File: src/rtl/spq_pkg.sv
package spq_pkg;

  localparam int CAPACITY = 32;
  localparam int ID_BITS  = 16;
  localparam int CNT_W    = $clog2(CAPACITY + 1);

  localparam logic [7:0] TYPE_BEST = 8'h73;  // 's'
  localparam logic [7:0] TYPE_MID  = 8'h6E;  // 'n'

  localparam logic [1:0] KIND_INSERTED = 2'd0;
  localparam logic [1:0] KIND_FULL     = 2'd1;
  localparam logic [1:0] KIND_LISTED   = 2'd2;

  localparam logic OP_INSERT = 1'b0;
  localparam logic OP_LIST   = 1'b1;

  typedef struct packed {
    logic        operation;
    logic [15:0] entry_id;
    logic [7:0]  type_code;
  } in_req_t;

  typedef struct packed {
    logic [1:0]  kind;
    logic [15:0] out_id;
    logic [7:0]  out_type;
    logic        last;
  } out_res_t;

  typedef struct packed {
    logic [ID_BITS-1:0] id;
    logic [7:0]         type_code;
  } entry_t;

  // broadcast from the controller to every cell
  typedef struct packed {
    logic               ins;
    logic               rot;
    logic [1:0]         cls;
    logic [ID_BITS-1:0] id;
    logic [7:0]         type_code;
  } cell_ctl_t;

  function automatic logic [1:0] class_of(input logic [7:0] t);
    logic [1:0] c;
    if (t == TYPE_BEST) begin
      c = 2'd1;
    end else if (t == TYPE_MID) begin
      c = 2'd2;
    end else begin
      c = 2'd3;
    end
    return c;
  endfunction

endpackage

File: src/rtl/spq_cell.sv
module spq_cell (
  input  logic               clk_i,
  input  spq_pkg::cell_ctl_t ctl_i,
  input  logic               occ_i,
  input  logic               prev_before_i,
  input  logic               next_occ_i,
  input  spq_pkg::entry_t    prev_i,
  input  spq_pkg::entry_t    next_i,
  input  spq_pkg::entry_t    head_i,
  output spq_pkg::entry_t    entry_o,
  output logic               before_o
);
  import spq_pkg::*;

  entry_t entry_q, entry_d;

  // new entry belongs at or ahead of this slot
  assign before_o = !occ_i || (ctl_i.cls < class_of(entry_q.type_code));

  always_comb begin
    entry_d = entry_q;
    if (ctl_i.ins) begin
      if (before_o) begin
        if (prev_before_i) begin
          entry_d = prev_i;
        end else begin
          entry_d.id        = ctl_i.id;
          entry_d.type_code = ctl_i.type_code;
        end
      end
    end else if (ctl_i.rot && occ_i) begin
      // rotate occupied slots by one: the head wraps to the tail
      entry_d = next_occ_i ? next_i : head_i;
    end
  end

  always_ff @(posedge clk_i) begin
    entry_q <= entry_d;
  end

  assign entry_o = entry_q;

endmodule

File: src/rtl/stable_three_level_priority_queue.sv
// Channel | Dir | Handshake              | Payload
// in      | in  | in_valid_i / in_stall_o | in_req_i  (operation, entry_id, type_code)
// out     | out | out_valid_o/ out_stall_i| out_res_o (kind, out_id, out_type, last)
//
// Insert: enters the cell chain if not full; the status result is registered and the
//   next request is taken as soon as that result has left or is leaving.
// List of n entries: the rotate state gives one entry per cycle, paced
//   by out_stall_i; an empty store answers nothing.
// Reset clears the count and control only; cell contents are left as they are.
// A stalled output holds its result; input stalls while listing or while a
//   result waits.
module stable_three_level_priority_queue (
  input  logic              clk_i,
  input  logic              rst_ni,
  input  logic              in_valid_i,
  output logic              in_stall_o,
  input  spq_pkg::in_req_t  in_req_i,
  output logic              out_valid_o,
  input  logic              out_stall_i,
  output spq_pkg::out_res_t out_res_o
);
  import spq_pkg::*;

  localparam logic ST_IDLE = 1'b0;
  localparam logic ST_LIST = 1'b1;

  logic             state_q, state_d;
  logic [CNT_W-1:0] count_q, count_d;
  logic [CNT_W-1:0] rem_q, rem_d;
  logic             out_valid_q, out_valid_d;
  out_res_t         out_res_q, out_res_d;

  logic      in_fire, out_free, full;
  cell_ctl_t ctl;

  entry_t          cells [CAPACITY];
  logic [CAPACITY-1:0] occ;
  logic [CAPACITY-1:0] ahead;

  assign out_free   = !out_valid_q || !out_stall_i;
  assign in_stall_o = (state_q == ST_LIST) || !out_free;
  assign in_fire    = in_valid_i && !in_stall_o;
  assign full       = (count_q == CNT_W'(CAPACITY));

  // broadcast to the chain
  always_comb begin
    ctl.ins       = in_fire && (in_req_i.operation == OP_INSERT) && !full;
    ctl.rot       = (state_q == ST_LIST) && out_free;
    ctl.id        = ID_BITS'(in_req_i.entry_id);
    ctl.type_code = in_req_i.type_code;
    ctl.cls       = class_of(in_req_i.type_code);
  end

  genvar g;
  generate
    for (g = 0; g < CAPACITY; g++) begin : g_cell
      logic   prev_before, next_occ;
      entry_t prev_e, next_e;

      assign occ[g] = (CNT_W'(g) < count_q);

      if (g == 0) begin : g_first
        assign prev_before = 1'b0;
        assign prev_e      = cells[0];
      end else begin : g_mid
        assign prev_before = ahead[g-1];
        assign prev_e      = cells[g-1];
      end

      if (g == CAPACITY - 1) begin : g_tail
        assign next_occ = 1'b0;
        assign next_e   = cells[0];
      end else begin : g_body
        assign next_occ = occ[g+1];
        assign next_e   = cells[g+1];
      end

      spq_cell u_cell (
        .clk_i        (clk_i),
        .ctl_i        (ctl),
        .occ_i        (occ[g]),
        .prev_before_i(prev_before),
        .next_occ_i   (next_occ),
        .prev_i       (prev_e),
        .next_i       (next_e),
        .head_i       (cells[0]),
        .entry_o      (cells[g]),
        .before_o     (ahead[g])
      );
    end
  endgenerate

  always_comb begin
    state_d     = state_q;
    count_d     = count_q;
    rem_d       = rem_q;
    out_res_d   = out_res_q;
    out_valid_d = out_valid_q && out_stall_i;

    case (state_q)
      ST_IDLE: begin
        if (in_fire) begin
          if (in_req_i.operation == OP_INSERT) begin
            out_valid_d     = 1'b1;
            out_res_d       = '0;
            out_res_d.last  = 1'b1;
            out_res_d.kind  = full ? KIND_FULL : KIND_INSERTED;
            if (!full) begin
              count_d = count_q + CNT_W'(1);
            end
          end else if (count_q != '0) begin
            rem_d   = count_q;
            state_d = ST_LIST;
          end
        end
      end
      ST_LIST: begin
        if (out_free) begin
          // head of the ring leaves; the chain rotates in the same cycle
          out_valid_d        = 1'b1;
          out_res_d.kind     = KIND_LISTED;
          out_res_d.out_id   = 16'(cells[0].id);
          out_res_d.out_type = cells[0].type_code;
          out_res_d.last     = (rem_q == CNT_W'(1));
          rem_d              = rem_q - CNT_W'(1);
          if (rem_q == CNT_W'(1)) begin
            state_d = ST_IDLE;
          end
        end
      end
      default: begin
        state_d = ST_IDLE;
      end
    endcase
  end

  always_ff @(posedge clk_i or negedge rst_ni) begin
    if (!rst_ni) begin
      state_q     <= ST_IDLE;
      count_q     <= '0;
      rem_q       <= '0;
      out_valid_q <= 1'b0;
    end else begin
      state_q     <= state_d;
      count_q     <= count_d;
      rem_q       <= rem_d;
      out_valid_q <= out_valid_d;
    end
  end

  always_ff @(posedge clk_i) begin
    out_res_q <= out_res_d;
  end

  assign out_valid_o = out_valid_q;
  assign out_res_o   = out_res_q;

endmodule

File: config.mk
export PLATFORM = sky130hd
export DESIGN_NAME = stable_three_level_priority_queue
export DESIGN_NICKNAME = d
export VERILOG_FILES = /design/src/rtl/spq_pkg.sv /design/src/rtl/spq_cell.sv /design/src/rtl/stable_three_level_priority_queue.sv
export SDC_FILE = /design/constraint.sdc
export NUM_CORES = 2
export LEC_CHECK = 0
export BUFFER_PORTS_ARGS = -buffer_cell sky130_fd_sc_hd__buf_2
export CAP_MARGIN = 20
export CORE_MARGIN = 2
export CORE_UTILIZATION = 48
export DETAILED_ROUTE_END_ITERATION = 6
export PLACE_DENSITY_LB_ADDON = 0.15
export SYNTH_ARGS = -nofsm -noshare
export SYNTH_HDL_FRONTEND = slang
export SYNTH_SLANG_ARGS = --single-unit
File: constraint.sdc
create_clock -name clk_i -period 10.8 [get_ports clk_i]
set_input_delay 2.16 -clock clk_i [delete_from_list [all_inputs] [get_ports clk_i]]
set_output_delay 2.16 -clock clk_i [all_outputs]
set_load 0.02 [all_outputs]
==> impl_metrics.env <==
export IMPL_post_route_period_util_pct=52.16
export IMPL_post_cts_buffers=0
export IMPL_initial_core_util_pct=48.44
export IMPL_ff2ff_path_depth=9
export IMPL_ys_flop_type="edfxtp_1"
export IMPL_fin_ws_ns=5.167
export IMPL_dp_cells=5233
export IMPL_wl_mm=178.6
export IMPL_chipHeight_um=327.2
export IMPL_drtIter0Drc=5974
export IMPL_synthTopCellsByArea="edfxtp_1, mux2i_1, a221oi_1"
export IMPL_vias=40970
export IMPL_grt_start_max_net_pins=222
export IMPL_synthesis_area_sq_um=50140
export IMPL_tightest_slew_ns=1.288
export IMPL_hpwl_mm=112.6
export IMPL_holdWs_ns=0.5639
export IMPL_clockBufferDepth=3
export IMPL_ys_seq_area_share_pct=48.32
export IMPL_postPlaceCellArea_sq_um=51150
export IMPL_antenna_left=0
export IMPL_nNetsFinal=4020
export IMPL_max_freq_ghz=0.1775
export IMPL_maxCapViolations=0
export IMPL_yosysTopAreaCell="edfxtp_1"
export IMPL_avgSynthCellArea_sq_um=11.67
export IMPL_synth_warnings=0
export IMPL_io_pins=58
export IMPL_cts_htree_levels=3
export IMPL_min_path_cells=2
export IMPL_finalHoldViolCount=0
export IMPL_relSlewSlack_pct=14.13
export IMPL_core_sq_um=103500
export IMPL_yosysTopAreaCellShare_pct=47.62
export IMPL_gr_total_overflow=0
export IMPL_clock_sinks=809
export IMPL_finalInstanceArea_sq_um=54210
export IMPL_antenna_found_initial=2
export IMPL_cellPowerDensity_nw_per_um2=271.8
export IMPL_grt_pass1_vias=38700
export IMPL_cp_startpoint="count_q[1]$_DFFE_PN0P_"
export IMPL_final_util_pct=52.38
export IMPL_synth_edff_count=795
export IMPL_r2r_slack_ns=5.17
export IMPL_r2r_start="count_q[1]$_DFFE_PN0P_"
export IMPL_vdd_drop_max_mv=0.3240
export IMPL_numCtsBuffers=94
export IMPL_synth_cell_type_count=66
export IMPL_layout_drive_gt1_share_pct=16.27
export IMPL_hold_buffers=0
export IMPL_root_buffer="clkbuf_16"
export IMPL_rows=118
export IMPL_min_from="rem_q[3]$_DFFE_PN0P_"
export IMPL_status="finished, final reports clean"
export IMPL_critPathLaunchType="flop"
export IMPL_setup_viol=0
export IMPL_rsz0062_at_grt="false"
export IMPL_stdcell_count=5414
export IMPL_remaining_drc_errors=0
export IMPL_r2r_end="g_cell[5].u_cell.entry_o[10]$_DFFE_PP_"
export IMPL_ys_top_cells_by_count="edfxtp_1, nor4_1, mux2i_1, a221oi_1, clkbuf_1"
export IMPL_drt_pass1_iterations=6
export IMPL_die_area_sq_um=107100
export IMPL_area_delta_synth_final_pct=8.123
export IMPL_fin_crit_ns=5.633
export IMPL_clk_pin_slew_ns=0.06
export IMPL_cts_resized_gates=0
export IMPL_finClkSkew_ns=0.02754
export IMPL_crit_path_end_kind="flop"
export IMPL_async_flop_share_pct=1.731
export IMPL_pre_cts_ws_ns=4.853
export IMPL_synth_most_common_cell="edfxtp_1"
export IMPL_path_max_fanout=221
export IMPL_cts_tree="built"
export IMPL_path_class="flop to flop"
export IMPL_total_power_mw=14.73
export IMPL_io_buffers=57
export IMPL_arrival_ns=6.05
export IMPL_required_ns=11.22
export IMPL_routed_wire_length_per_instance_um=32.99
export IMPL_viasPerCell=7.567
export IMPL_grt_pass1_wl_mm=264.5
export IMPL_path_cells="inv_1 -> ha_1 -> or3b_1 -> o2111ai_4 -> buf_12 -> buf_4 -> buf_12 -> o2bb2ai_2 -> buf_4"
export IMPL_whs_endpoint="rem_q[3]$_DFFE_PN0P_"
export IMPL_cpPeakStageDelay_ns=0.92
export IMPL_synth_seq_cells=809
export IMPL_synth_nets=4361
export IMPL_clk_latency_ns=0.70
export IMPL_slew_viol_final=0
export IMPL_gp_congestion=0.8556
export IMPL_power_leakage_nw=19.22
export IMPL_grtUsageTotal_pct=32.34
export IMPL_crit_path_top_delay_cell="buf_4"
export IMPL_fin_tns_setup_ns=0
export IMPL_die_w_um=327.2
export IMPL_min_path_type="flop to flop"
export IMPL_synthCells=4296
-- cells in the final DEF (no fill, tap or decap), drive strengths merged, types with 6 or more instances in the layout --
cell type	netlist	final
a21o	7	7
a21oi	35	35
a221oi	696	696
a31oi	26	26
and2	52	52
buf	239	229
bufinv	0	6
clkbuf	427	123
clkinv	0	39
dfrtp	14	14
edfxtp	795	795
ha	36	36
inv	15	19
mux2i	696	696
nand2	158	158
nand4b	32	32
nor2	68	68
nor2b	6	6
nor4	755	755
o211a	23	23
o21ai	50	50
o221a	28	28
o22ai	12	12
o2bb2ai	13	13
or2	57	57
-- sequential cells by signal, indices dropped and copies added (netlist names) --
register / count
g_cell.u_cell.entry_o: 768
out_res_o: 27
count_q: 6
rem_q: 6
out_valid_o: 1
state_q: 1
-- worst max-delay path by stage --
stage | depth (start not counted) | slack, ns | end
4_1_cts | 9 | 5.33 | g_cell[5].u_cell.entry_o[10]$_DFFE_PP_
6_report | 9 | 5.17 | g_cell[5].u_cell.entry_o[10]$_DFFE_PP_
5_1_grt | 9 | 5.01 | g_cell[5].u_cell.entry_o[10]$_DFFE_PP_
2_1_floorplan | 8 | 3.93 | g_cell[1].u_cell.entry_o[0]$_DFFE_PP_
3_3_place_gp | 9 | 4.92 | g_cell[25].u_cell.entry_o[1]$_DFFE_PP_
3_5_place_dp | 9 | 4.85 | g_cell[25].u_cell.entry_o[6]$_DFFE_PP_
-- layout make-up --
cell class / instances / area, sq um
fill: 8947 / 49290
multi-input combinational: 2806 / 23460
antenna: 1 / 2.502
clock inverter: 51 / 440.4
tap: 1380 / 1727
inverter: 15 / 56.30
sequential: 809 / 24220
clock buffer: 123 / 2461
timing repair buffer: 229 / 1839
-- report_power, final --
part / switching, mW / internal, mW / total [mW]
clock network: 1.38 / 1.75 / 3.13
logic: 3.17 / 1.85 / 5.01
registers: 1.15 / 5.44 / 6.59
total: 5.69 / 9.04 / 14.7
-- per-layer routing --
metal	part of all wire (%)	global-route usage, %	up-vias
met4	4.0	12.38	2
met2	43	46.61	2575
met3	11	6.594	384
li1	-	-	17450
met1	42	47.67	20560
met5	0.0095	0	-
-- worst max-delay path, delay by kind of cell (launching register included) --
family / cells / cell delay (ns)
buffers and inverters: 5 / 2.74
flip-flops: 1 / 0.61
AND/OR/NAND/NOR: 1 / 0.56
AO/OA/AOI/OAI: 2 / 0.66
adder cells (fa/ha/maj): 1 / 0.33
-- kinds of logic after synthesis --
group	synth area share, %
muxes	13.90
xor gates and xnor gates	0.08734
and+or+nand+nor	13.53
adders and majority gates	0.8984
AOI/OAI and AO/OA	17.26
DFF	48.32
buffers and inverters	6.014
No activity file was read; power rests on OpenSTA's default activity.
